[src/rtl/delayed_message_timer_table_assert.svh]
// Assertion macros for the delayed message timer table.
`ifndef DELAYED_MESSAGE_TIMER_TABLE_ASSERT_SVH
`define DELAYED_MESSAGE_TIMER_TABLE_ASSERT_SVH
`ifndef SYNTHESIS
`define DMT_ASSERT_IMP(label, ante, cons) \
    label: assert property (@(posedge clk) disable iff (!rst_n) (ante) |-> (cons)) \
        else $error("dmt assertion failed");
`define DMT_ASSERT_NXT(label, ante, cons) \
    label: assert property (@(posedge clk) disable iff (!rst_n) (ante) |=> (cons)) \
        else $error("dmt assertion failed");
`else
`define DMT_ASSERT_IMP(label, ante, cons)
`define DMT_ASSERT_NXT(label, ante, cons)
`endif
`endif

[src/rtl/dmt_pkg.sv]
// Shared types and constants of the delayed message timer table.
`default_nettype none
package dmt_pkg;

    localparam int MSG_W           = 32;
    localparam int CD_W            = 15;
    localparam int ID_W            = 8;
    localparam int EXACT_W         = 24;
    localparam int ACT_W           = 2;
    localparam int STAT_W          = 2;
    localparam int OCNT_W          = 5;
    localparam int MAX_POSTS       = 16;
    localparam int POST_AW         = $clog2(MAX_POSTS);
    localparam int POST_CW         = $clog2(MAX_POSTS + 1);
    localparam int DEF_TABLE_DEPTH = 16;
    localparam int ENT_W           = MSG_W + CD_W;

    typedef enum logic [ACT_W-1:0] {
        ACT_SET       = 2'd0,
        ACT_REMOVE    = 2'd1,
        ACT_REMOVE_ID = 2'd2,
        ACT_TICK      = 2'd3
    } action_t;

    typedef enum logic [STAT_W-1:0] {
        ST_OK   = 2'd0,
        ST_FULL = 2'd1,
        ST_MISS = 2'd2
    } status_t;

    typedef enum logic [3:0] {
        S_IDLE,
        S_DISPATCH,
        S_SCAN,
        S_EXAM,
        S_MOVE_RD,
        S_MOVE_WR,
        S_LOAD,
        S_POST_RD,
        S_POST_LD,
        S_OUT
    } state_t;

    typedef struct packed {
        logic [MSG_W-1:0] msg;
        logic [CD_W-1:0]  cd;
    } entry_t;

    typedef struct packed {
        logic            hit_exact;
        logic            hit_id;
        logic            cd_zero;
        logic [CD_W-1:0] cd_dec;
    } alu_res_t;

endpackage
`default_nettype wire

[src/rtl/dmt_channels.sv]
// Request and response channel interfaces of the delayed message timer table.
`default_nettype none
interface dmt_req_if;
    import dmt_pkg::*;

    logic             valid;
    logic             ready;
    logic [ACT_W-1:0] action;
    logic [MSG_W-1:0] message;
    logic [CD_W-1:0]  delay;
    logic             sink_ready;

    modport source (output valid, action, message, delay, sink_ready, input ready);
    modport sink (input valid, action, message, delay, sink_ready, output ready);
endinterface

interface dmt_rsp_if;
    import dmt_pkg::*;

    logic              valid;
    logic              ready;
    logic [STAT_W-1:0] status;
    logic              posted_valid;
    logic [MSG_W-1:0]  posted_message;
    logic              last;
    logic [OCNT_W-1:0] entries_used;
    logic [OCNT_W-1:0] high_water;

    modport source (output valid, status, posted_valid, posted_message, last,
                    entries_used, high_water, input ready);
    modport sink (input valid, status, posted_valid, posted_message, last,
                  entries_used, high_water, output ready);
endinterface
`default_nettype wire

[src/rtl/dmt_ram.sv]
// Generic simple dual-port RAM with registered read data.
`default_nettype none
module dmt_ram #(
    parameter int WIDTH = 32,
    parameter int DEPTH = 16,
    parameter int AW    = (DEPTH > 1) ? $clog2(DEPTH) : 1
) (
    input  logic             clk,
    input  logic             we,
    input  logic [AW-1:0]    waddr,
    input  logic [WIDTH-1:0] wdata,
    input  logic [AW-1:0]    raddr,
    output logic [WIDTH-1:0] rdata
);

    logic [WIDTH-1:0] mem [DEPTH];

    always_ff @(posedge clk)
    begin
        if (we)
        begin
            mem[waddr] <= wdata;
        end
    end

    always_ff @(posedge clk)
    begin
        rdata <= mem[raddr];
    end

endmodule
`default_nettype wire

[src/rtl/dmt_alu.sv]
// Shared compare and decrement unit applied to one table entry per step.
`default_nettype none
module dmt_alu (
    input  dmt_pkg::entry_t         entry,
    input  logic [dmt_pkg::MSG_W-1:0] key,
    output dmt_pkg::alu_res_t       res
);
    import dmt_pkg::*;

    always_comb
    begin
        res.hit_exact = (entry.msg[EXACT_W-1:0] == key[EXACT_W-1:0]);
        res.hit_id    = (entry.msg[ID_W-1:0] == key[ID_W-1:0]);
        res.cd_zero   = (entry.cd == '0);
        res.cd_dec    = entry.cd - CD_W'(1);
    end

endmodule
`default_nettype wire

[src/rtl/delayed_message_timer_table.sv]
// Top level of the delayed message timer table: sequencer, entry store, post buffer.
// A set goes through dispatch and result load. A remove or tick goes through dispatch, scan and
// examine per examined entry, move read and move write per deleted entry, a closing scan (not
// after an exact delete) and result load, or post read and load for the first post of a tick
// that posts. Further posts are read and loaded after each result transfer; a new request
// waits for idle after the last result. Reset clears counts and sequencer, not the entries.
`default_nettype none
`include "delayed_message_timer_table_assert.svh"
module delayed_message_timer_table #(
    parameter int TABLE_DEPTH = dmt_pkg::DEF_TABLE_DEPTH
) (
    input  logic      clk,
    input  logic      rst_n,
    dmt_req_if.sink   req,
    dmt_rsp_if.source rsp
);
    import dmt_pkg::*;

    localparam int IDX_W = (TABLE_DEPTH > 1) ? $clog2(TABLE_DEPTH) : 1;
    localparam int CNT_W = $clog2(TABLE_DEPTH + 1);

    state_t              state_reg, state_next;
    action_t             act_reg, act_next;
    logic [MSG_W-1:0]    msg_reg, msg_next;
    logic [CD_W-1:0]     delay_reg, delay_next;
    logic                sready_reg, sready_next;
    status_t             stat_reg, stat_next;
    logic [CNT_W-1:0]    idx_reg, idx_next;
    logic [CNT_W-1:0]    count_reg, count_next;
    logic [CNT_W-1:0]    peak_reg, peak_next;
    logic [POST_CW-1:0]  npost_reg, npost_next;
    logic [POST_CW-1:0]  kpost_reg, kpost_next;
    status_t             out_status_reg, out_status_next;
    logic                out_pvalid_reg, out_pvalid_next;
    logic [MSG_W-1:0]    out_msg_reg, out_msg_next;
    logic                out_last_reg, out_last_next;

    logic                ent_we;
    logic [IDX_W-1:0]    ent_waddr;
    logic [ENT_W-1:0]    ent_wdata;
    logic [IDX_W-1:0]    ent_raddr;
    logic [ENT_W-1:0]    ent_rdata;
    entry_t              ent_rd;

    logic                pst_we;
    logic [POST_AW-1:0]  pst_waddr;
    logic [MSG_W-1:0]    pst_wdata;
    logic [POST_AW-1:0]  pst_raddr;
    logic [MSG_W-1:0]    pst_rdata;

    alu_res_t            alu_res;
    logic                drop_hit;
    logic [CNT_W-1:0]    count_inc;
    logic [CNT_W-1:0]    last_cnt;
    logic [POST_CW-1:0]  npost_dec;
    logic [CNT_W+OCNT_W-1:0] count_ext;
    logic [CNT_W+OCNT_W-1:0] peak_ext;

    assign ent_rd    = entry_t'(ent_rdata);
    assign count_inc = count_reg + CNT_W'(1);
    assign last_cnt  = count_reg - CNT_W'(1);
    assign npost_dec = npost_reg - POST_CW'(1);

    dmt_ram #(
        .WIDTH (ENT_W),
        .DEPTH (TABLE_DEPTH)
    ) u_entry_ram (
        .clk   (clk),
        .we    (ent_we),
        .waddr (ent_waddr),
        .wdata (ent_wdata),
        .raddr (ent_raddr),
        .rdata (ent_rdata)
    );

    dmt_ram #(
        .WIDTH (MSG_W),
        .DEPTH (MAX_POSTS)
    ) u_post_ram (
        .clk   (clk),
        .we    (pst_we),
        .waddr (pst_waddr),
        .wdata (pst_wdata),
        .raddr (pst_raddr),
        .rdata (pst_rdata)
    );

    dmt_alu u_alu (
        .entry (ent_rd),
        .key   (msg_reg),
        .res   (alu_res)
    );

    // An entry leaves the table on a match for the removes, or on a post during a tick.
    always_comb
    begin
        case (act_reg)
            ACT_REMOVE:    drop_hit = alu_res.hit_exact;
            ACT_REMOVE_ID: drop_hit = alu_res.hit_id;
            ACT_TICK:      drop_hit = alu_res.cd_zero && sready_reg
                                      && (npost_reg < POST_CW'(MAX_POSTS));
            default:       drop_hit = 1'b0;
        endcase
    end

    always_comb
    begin
        state_next = state_reg;
        case (state_reg)
            S_IDLE:
            begin
                if (req.valid)
                begin
                    state_next = S_DISPATCH;
                end
            end
            S_DISPATCH:
            begin
                if (act_reg == ACT_SET)
                begin
                    state_next = S_LOAD;
                end
                else
                begin
                    state_next = S_SCAN;
                end
            end
            S_SCAN:
            begin
                if (idx_reg < count_reg)
                begin
                    state_next = S_EXAM;
                end
                else if (act_reg == ACT_TICK && npost_reg != '0)
                begin
                    state_next = S_POST_RD;
                end
                else
                begin
                    state_next = S_LOAD;
                end
            end
            S_EXAM:
            begin
                if (drop_hit)
                begin
                    state_next = S_MOVE_RD;
                end
                else
                begin
                    state_next = S_SCAN;
                end
            end
            S_MOVE_RD:
            begin
                state_next = S_MOVE_WR;
            end
            S_MOVE_WR:
            begin
                if (act_reg == ACT_REMOVE)
                begin
                    state_next = S_LOAD;
                end
                else
                begin
                    state_next = S_SCAN;
                end
            end
            S_LOAD:
            begin
                state_next = S_OUT;
            end
            S_POST_RD:
            begin
                state_next = S_POST_LD;
            end
            S_POST_LD:
            begin
                state_next = S_OUT;
            end
            S_OUT:
            begin
                if (rsp.ready)
                begin
                    if (out_pvalid_reg && !out_last_reg)
                    begin
                        state_next = S_POST_RD;
                    end
                    else
                    begin
                        state_next = S_IDLE;
                    end
                end
            end
            default:
            begin
                state_next = S_IDLE;
            end
        endcase
    end

    always_comb
    begin
        act_next        = act_reg;
        msg_next        = msg_reg;
        delay_next      = delay_reg;
        sready_next     = sready_reg;
        stat_next       = stat_reg;
        idx_next        = idx_reg;
        count_next      = count_reg;
        peak_next       = peak_reg;
        npost_next      = npost_reg;
        kpost_next      = kpost_reg;
        out_status_next = out_status_reg;
        out_pvalid_next = out_pvalid_reg;
        out_msg_next    = out_msg_reg;
        out_last_next   = out_last_reg;
        ent_we          = 1'b0;
        ent_waddr       = idx_reg[IDX_W-1:0];
        ent_wdata       = {msg_reg, delay_reg};
        ent_raddr       = idx_reg[IDX_W-1:0];
        pst_we          = 1'b0;
        pst_waddr       = npost_reg[POST_AW-1:0];
        pst_wdata       = ent_rd.msg;
        pst_raddr       = kpost_reg[POST_AW-1:0];
        case (state_reg)
            S_IDLE:
            begin
                if (req.valid)
                begin
                    act_next    = action_t'(req.action);
                    msg_next    = req.message;
                    delay_next  = req.delay;
                    sready_next = req.sink_ready;
                end
            end
            S_DISPATCH:
            begin
                idx_next   = '0;
                npost_next = '0;
                kpost_next = '0;
                case (act_reg)
                    ACT_SET:
                    begin
                        if (msg_reg[ID_W-1:0] == '0)
                        begin
                            stat_next = ST_MISS;
                        end
                        else if (count_reg >= CNT_W'(TABLE_DEPTH))
                        begin
                            stat_next = ST_FULL;
                        end
                        else
                        begin
                            stat_next  = ST_OK;
                            ent_we     = 1'b1;
                            ent_waddr  = count_reg[IDX_W-1:0];
                            count_next = count_inc;
                            if (count_inc > peak_reg)
                            begin
                                peak_next = count_inc;
                            end
                        end
                    end
                    ACT_TICK:
                    begin
                        stat_next = ST_OK;
                    end
                    default:
                    begin
                        stat_next = ST_MISS;
                    end
                endcase
            end
            S_EXAM:
            begin
                if (drop_hit)
                begin
                    stat_next = ST_OK;
                    if (act_reg == ACT_TICK)
                    begin
                        pst_we     = 1'b1;
                        npost_next = npost_reg + POST_CW'(1);
                    end
                end
                else
                begin
                    idx_next = idx_reg + CNT_W'(1);
                    if (act_reg == ACT_TICK && !alu_res.cd_zero)
                    begin
                        ent_we    = 1'b1;
                        ent_wdata = {ent_rd.msg, alu_res.cd_dec};
                    end
                end
            end
            S_MOVE_RD:
            begin
                // Fetch the last entry; it fills the freed slot next cycle.
                ent_raddr  = last_cnt[IDX_W-1:0];
                count_next = last_cnt;
            end
            S_MOVE_WR:
            begin
                ent_we    = 1'b1;
                ent_wdata = ent_rdata;
                // A tick skips the moved-in entry; remove by id examines it.
                if (act_reg == ACT_TICK)
                begin
                    idx_next = idx_reg + CNT_W'(1);
                end
            end
            S_LOAD:
            begin
                out_status_next = stat_reg;
                out_pvalid_next = 1'b0;
                out_msg_next    = '0;
                out_last_next   = 1'b1;
            end
            S_POST_LD:
            begin
                out_status_next = ST_OK;
                out_pvalid_next = 1'b1;
                out_msg_next    = pst_rdata;
                out_last_next   = (kpost_reg == npost_dec);
            end
            S_OUT:
            begin
                if (rsp.ready)
                begin
                    kpost_next = kpost_reg + POST_CW'(1);
                end
            end
            default:
            begin
            end
        endcase
    end

    always_ff @(posedge clk or negedge rst_n)
    begin
        if (!rst_n)
        begin
            state_reg <= S_IDLE;
            stat_reg  <= ST_OK;
            idx_reg   <= '0;
            count_reg <= '0;
            peak_reg  <= '0;
            npost_reg <= '0;
            kpost_reg <= '0;
        end
        else
        begin
            state_reg <= state_next;
            stat_reg  <= stat_next;
            idx_reg   <= idx_next;
            count_reg <= count_next;
            peak_reg  <= peak_next;
            npost_reg <= npost_next;
            kpost_reg <= kpost_next;
        end
    end

    always_ff @(posedge clk)
    begin
        act_reg        <= act_next;
        msg_reg        <= msg_next;
        delay_reg      <= delay_next;
        sready_reg     <= sready_next;
        out_status_reg <= out_status_next;
        out_pvalid_reg <= out_pvalid_next;
        out_msg_reg    <= out_msg_next;
        out_last_reg   <= out_last_next;
    end

    assign count_ext = {{OCNT_W{1'b0}}, count_reg};
    assign peak_ext  = {{OCNT_W{1'b0}}, peak_reg};

    assign req.ready          = (state_reg == S_IDLE);
    assign rsp.valid          = (state_reg == S_OUT);
    assign rsp.status         = out_status_reg;
    assign rsp.posted_valid   = out_pvalid_reg;
    assign rsp.posted_message = out_msg_reg;
    assign rsp.last           = out_last_reg;
    assign rsp.entries_used   = count_ext[OCNT_W-1:0];
    assign rsp.high_water     = peak_ext[OCNT_W-1:0];

    `DMT_ASSERT_IMP(a_peak_covers_count, 1'b1, peak_reg >= count_reg)
    `DMT_ASSERT_IMP(a_post_limit, 1'b1, npost_reg <= POST_CW'(MAX_POSTS))
    `DMT_ASSERT_IMP(a_post_in_buffer, rsp.valid && rsp.posted_valid, kpost_reg < npost_reg)
    `DMT_ASSERT_NXT(a_drop_one, state_reg == S_MOVE_RD, count_reg == $past(count_reg) - CNT_W'(1))

endmodule
`default_nettype wire

[src/flat_wrapper.sv]
// flat-port wrapper written by rule: the top's interface ports become plain ports
module delayed_message_timer_table_flat import dmt_pkg::*;
#(
    parameter int TABLE_DEPTH = dmt_pkg::DEF_TABLE_DEPTH
)
  (clk, rst_n, req_valid, req_action, req_message, req_delay, req_sink_ready, req_ready, rsp_valid, rsp_status, rsp_posted_valid, rsp_posted_message, rsp_last, rsp_entries_used, rsp_high_water, rsp_ready);
  dmt_req_if req_i ();
  dmt_rsp_if rsp_i ();
  input  logic clk;
  input  logic rst_n;
  input wire logic [$bits(req_i.valid)-1:0] req_valid;
  input wire logic [$bits(req_i.action)-1:0] req_action;
  input wire logic [$bits(req_i.message)-1:0] req_message;
  input wire logic [$bits(req_i.delay)-1:0] req_delay;
  input wire logic [$bits(req_i.sink_ready)-1:0] req_sink_ready;
  output wire logic [$bits(req_i.ready)-1:0] req_ready;
  output wire logic [$bits(rsp_i.valid)-1:0] rsp_valid;
  output wire logic [$bits(rsp_i.status)-1:0] rsp_status;
  output wire logic [$bits(rsp_i.posted_valid)-1:0] rsp_posted_valid;
  output wire logic [$bits(rsp_i.posted_message)-1:0] rsp_posted_message;
  output wire logic [$bits(rsp_i.last)-1:0] rsp_last;
  output wire logic [$bits(rsp_i.entries_used)-1:0] rsp_entries_used;
  output wire logic [$bits(rsp_i.high_water)-1:0] rsp_high_water;
  input wire logic [$bits(rsp_i.ready)-1:0] rsp_ready;
  assign req_i.valid = req_valid;
  assign req_i.action = req_action;
  assign req_i.message = req_message;
  assign req_i.delay = req_delay;
  assign req_i.sink_ready = req_sink_ready;
  assign req_ready = req_i.ready;
  assign rsp_valid = rsp_i.valid;
  assign rsp_status = rsp_i.status;
  assign rsp_posted_valid = rsp_i.posted_valid;
  assign rsp_posted_message = rsp_i.posted_message;
  assign rsp_last = rsp_i.last;
  assign rsp_entries_used = rsp_i.entries_used;
  assign rsp_high_water = rsp_i.high_water;
  assign rsp_i.ready = rsp_ready;
  delayed_message_timer_table #(.TABLE_DEPTH(TABLE_DEPTH)) u_core (.clk(clk), .rst_n(rst_n), .req(req_i), .rsp(rsp_i));
endmodule
[config.mk]
export PLATFORM = sky130hd
export DESIGN_NAME = delayed_message_timer_table_flat
export DESIGN_NICKNAME = d
export VERILOG_FILES = /design/src/rtl/dmt_pkg.sv /design/src/rtl/dmt_channels.sv /design/src/rtl/dmt_ram.sv /design/src/rtl/dmt_alu.sv /design/src/rtl/delayed_message_timer_table.sv /design/src/flat_wrapper.sv
export VERILOG_INCLUDE_DIRS = /design/src /design/src/rtl
export SDC_FILE = /design/constraint.sdc
export NUM_CORES = 2
export LEC_CHECK = 0
export BUFFER_PORTS_ARGS = -buffer_cell sky130_fd_sc_hd__buf_2
export CELL_PAD_IN_SITES_DETAIL_PLACEMENT = 0
export CELL_PAD_IN_SITES_GLOBAL_PLACEMENT = 2
export CORE_ASPECT_RATIO = 0.7
export CORE_MARGIN = 5
export CORE_UTILIZATION = 40
export DETAILED_ROUTE_END_ITERATION = 8
export GPL_TIMING_DRIVEN = 0
export PLACE_DENSITY = 0.68
export REMOVE_ABC_BUFFERS = 1
export SLEW_MARGIN = 20
export SYNTH_ARGS = -nofsm -noshare
export SYNTH_HDL_FRONTEND = slang
export SYNTH_SLANG_ARGS = --single-unit
[constraint.sdc]
create_clock -name clk -period 5.4 [get_ports clk]
set_input_delay 0.27 -clock clk [delete_from_list [all_inputs] [get_ports clk]]
set_output_delay 0.27 -clock clk [all_outputs]
set_load 0.02 [all_outputs]
==> impl_metrics.ini <==
[sta]
finalCriticalPeriod_ps = 5148
setup_tns_ps = 0
setup_slack_ps = 252.4
slew-limit-headroom = 0.2880
rsz0062_at_grt = false
period_share = 0.9533
max_freq_mhz = 194.3
hold_violations = 0
final_max_slew_viol_count = 0
clock_skew_ps = 34.31
worst_pin_slew_ps = 1063
finalSetupViolations = 0

[power_and_ir_drop]
switchingPower_w = 0.008803
p_leak_nw = 22.04
vdd.ir_drop.worst_mv = 0.2670
power.density_mw_per_mm2 = 476.5
intPower_w = 0.02321
pwr-share-comb = 0.195
p_clk_frac = 0.320
total_power_w = 0.03201
pwr-share-seq = 0.485
switching_share = 0.2750

[worst_setup_path]
cpMaxStageDelayCell = a31oi_1
max_stage_delay_ps = 840
end_kind = register
r2r-end = u_core.u_entry_ram.mem[5][6]$_DFFE_PP_
crit_chain = xnor2_1 -> nand4_1 -> nor4_1 -> a222oi_1 -> o21bai_1 -> o21ai_4 -> a31oi_1 -> nor2_4 -> buf_16 -> buf_12
timing.reg2reg.setup_slack_ps = 250
worstPathRequired_ps = 5910
worstPathArrival_ps = 5660
cp-start-kind = register
reg2reg_depth = 10
crit-reg2reg-launch = u_core.u_entry_ram.rdata[26]$_DFF_P_
cp_max_fo = 18
critPathKind = reg -> reg

[synthesis]
ys_warn_count = 0
synth.distinct_cells = 60
synth_edf_count = 1350
netlist_instances = 2639
yosys_register_bits = 1460
async_reset_ff_frac = 0.02123
syn_avg_cell_area_um2 = 21.07
syn-cell-area_mm2 = 0.05561
yosys_most_used_dff = edfxtp_1
seq_area_frac_synth = 0.7714

[cells_and_area]
largest_register_ffs = 752
max_flop_register = u_core.u_entry_ram.mem
regArea_mm2 = 0.04291
stdcell_count = 4944
num-nets-final = 3041
multi_input_area_mm2 = 0.01243
drive_above_1_share = 0.2883
areaGrowthSynthToFinish_pct = 20.80
reg_top3 = u_core.u_entry_ram.mem x752, u_core.u_post_ram.mem x512, u_core.u_entry_ram.rdata x47
final.fill_count = 11140
final_cell_area_mm2 = 0.06717

[placed_design]
placed_cell_area_mm2 = 0.06175
io_buffers = 101
place_ws_ps = 143.9
gp_congestion = 0.7354
hpwlAfterDp_um = 87520
dp_cells = 4623

[floorplan]
fp.dieH_um = 321.9
ioPinCount = 102
die_area_mm2 = 0.1467
die_w_um = 455.6
row_count = 114
core-area_mm2 = 0.1381
initial_utilization = 0.4027

[clock_tree]
cts_buffers = 143
cts_setup_buffers = 0
htreeDepth = 4
cts-root-buf = clkbuf_16
path_clk_slew_ps = 60
clk_latency_ps = 780
cts_tree = built
cts.sinks = 1460
clock_path_buffers = 3

[global_route]
track_usage = 0.1830
antenna_found_initial = 2
grt_max_degree = 41
grt_pass1_wl_um = 195500
gr-total-overflow = 0
grt_pass1_vias = 27840

[routing]
dr_wl_met3_um = 8503
viasPerCell = 5.493
drcViolationCount = 0
first_pass_iters = 5
drt_wl_total_um = 134100
wl_met1_um = 61500
drt_iter0_drc = 2735
vias = 27160
routedWlPerCell_um = 27.13
maxUsedRoutingLayer = met4
routed-wl-met2_um = 61920
ant_nets = 0

[flow_run]
max_cap_viol_count = 0

[outcome]
outcome = complete, no violations

[worst_hold_path]
min_path_type = in -> async
cell usage in the layout, fill, tap and decap left out, drive strengths merged, types with 27 or more instances in the layout:
| cell type | synthesis | final |
|---|---|---|
| a211oi | 49 | 49 |
| a21oi | 70 | 70 |
| and2 | 34 | 34 |
| buf | 71 | 260 |
| clkbuf | 61 | 190 |
| clkinv | 1 | 46 |
| dfrtp | 31 | 31 |
| dfxtp | 79 | 79 |
| dlygate4sd3 | 0 | 53 |
| edfxtp | 1350 | 1350 |
| inv | 19 | 27 |
| mux2i | 47 | 47 |
| mux4 | 348 | 348 |
| nand2 | 134 | 134 |
| nor2 | 55 | 55 |
| nor2b | 53 | 53 |
| xnor2 | 35 | 35 |
power groups by stage:
| stage | sequential, W | combinational (W) | clock, W |
|---|---|---|---|
| 2_1_floorplan | 0.0154 | 0.00434 | 0 |
| 3_3_place_gp | 0.0159 | 0.00524 | 0 |
| 3_5_place_dp | 0.0158 | 0.00624 | 0 |
| 4_1_cts | 0.0156 | 0.00630 | 0.0105 |
| 5_1_grt | 0.0157 | 0.00676 | 0.0110 |
| 6_report | 0.0155 | 0.00623 | 0.0102 |
how the worst max path moves through the flow:
stage / from / endpoint / cells after the start
final: u_core.u_entry_ram.rdata[26]$_DFF_P_ / u_core.u_entry_ram.mem[5][6]$_DFFE_PP_ / 10
after detailed placement: u_core.u_entry_ram.rdata[33]$_DFF_P_ / u_core.u_entry_ram.mem[3][28]$_DFFE_PP_ / 10
after floorplan: u_core.state_reg[3]$_DFFE_PN0P_ / u_core.u_entry_ram.rdata[0]$_DFF_P_ / 8
after CTS: u_core.u_entry_ram.rdata[33]$_DFF_P_ / u_core.u_entry_ram.mem[3][26]$_DFFE_PP_ / 10
after global placement: u_core.state_reg[3]$_DFFE_PN0P_ / u_core.u_entry_ram.rdata[7]$_DFF_P_ / 8
after global routing: u_core.u_entry_ram.rdata[26]$_DFF_P_ / u_core.u_entry_ram.mem[1][41]$_DFFE_PP_ / 10
logic make-up (layout without fill, tap and decap cells):
| group | Yosys count | count (layout) | share of synthesized area |
|---|---|---|---|
| simple gates | 372 | 372 | 0.03328 |
| flops | 1460 | 1460 | 0.7714 |
| compound gates | 193 | 193 | 0.02248 |
| xor+xnor | 44 | 44 | 0.006930 |
| fa+ha+maj | 22 | 22 | 0.004950 |
| buf+inv | 152 | 600 | 0.01132 |
| other cells | 0 | 1 | 0 |
| mux | 396 | 396 | 0.1496 |
synth_stat cells, types with 19 or more instances:
cell | count | share of area
buf_1 | 29 | 0.0020
o21ai_0 | 21 | 0.0019
xnor2_1 | 35 | 0.0055
and2_1 | 34 | 0.0038
dfrtp_1 | 31 | 0.014
ha_1 | 22 | 0.0050
nor3_1 | 24 | 0.0022
mux4_2 | 348 | 0.14
mux2i_1 | 47 | 0.0085
edfxtp_1 | 1350 | 0.73
a211oi_1 | 49 | 0.0066
nor2_1 | 55 | 0.0037
nor2b_1 | 53 | 0.0060
nand3_1 | 19 | 0.0017
buf_2 | 41 | 0.0037
nand2_1 | 133 | 0.0090
a21oi_1 | 70 | 0.0063
dfxtp_1 | 79 | 0.028
inv_1 | 19 | 0.0013
clkbuf_1 | 61 | 0.0041
per-stage QoR:
stage / util / hold slack, ps
2_1_floorplan: - / -25.59
3_3_place_gp: 0.4192 / 371.6
3_5_place_dp: 0.4472 / 404.7
4_1_cts: 0.4862 / 71.40
5_1_grt: 0.4865 / 163.7
6_report: 0.4865 / 111.9
worst max-delay path, delay by kind of cell (launching register included):
family / cells / cell delay (ps)
AOI/OAI and AO/OA: 4 / 2020
and+or+nand+nor: 3 / 1340
DFF: 1 / 820
buffers and inverters: 2 / 440
xor gates and xnor gates: 1 / 200
timing repair:
item,CTS,global route
hold buffers,53,0
hold endpoints to repair,87,0
endpoints found under the setup margin,0,34
gates resized for setup,0,4
metal layers:
metal,vias to the layer above,GRT usage
met1,14540,0.2755
met5,-,0
met2,919,0.2801
met4,0,0.04331
li1,11530,-
met3,170,0.03285
final cells by class:
| cell class | instances | share of cell area |
|---|---|---|
| timing repair buffer | 313 | 0.06799 |
| tap | 1856 | 0.03457 |
| multi-input combinational | 1027 | 0.1851 |
| antenna | 1 | 0.00003725 |
| sequential | 1460 | 0.6388 |
| clock buffer | 190 | 0.05800 |
| inverter | 20 | 0.001118 |
| clock inverter | 77 | 0.01434 |
(Power assumes the default switching activity.)
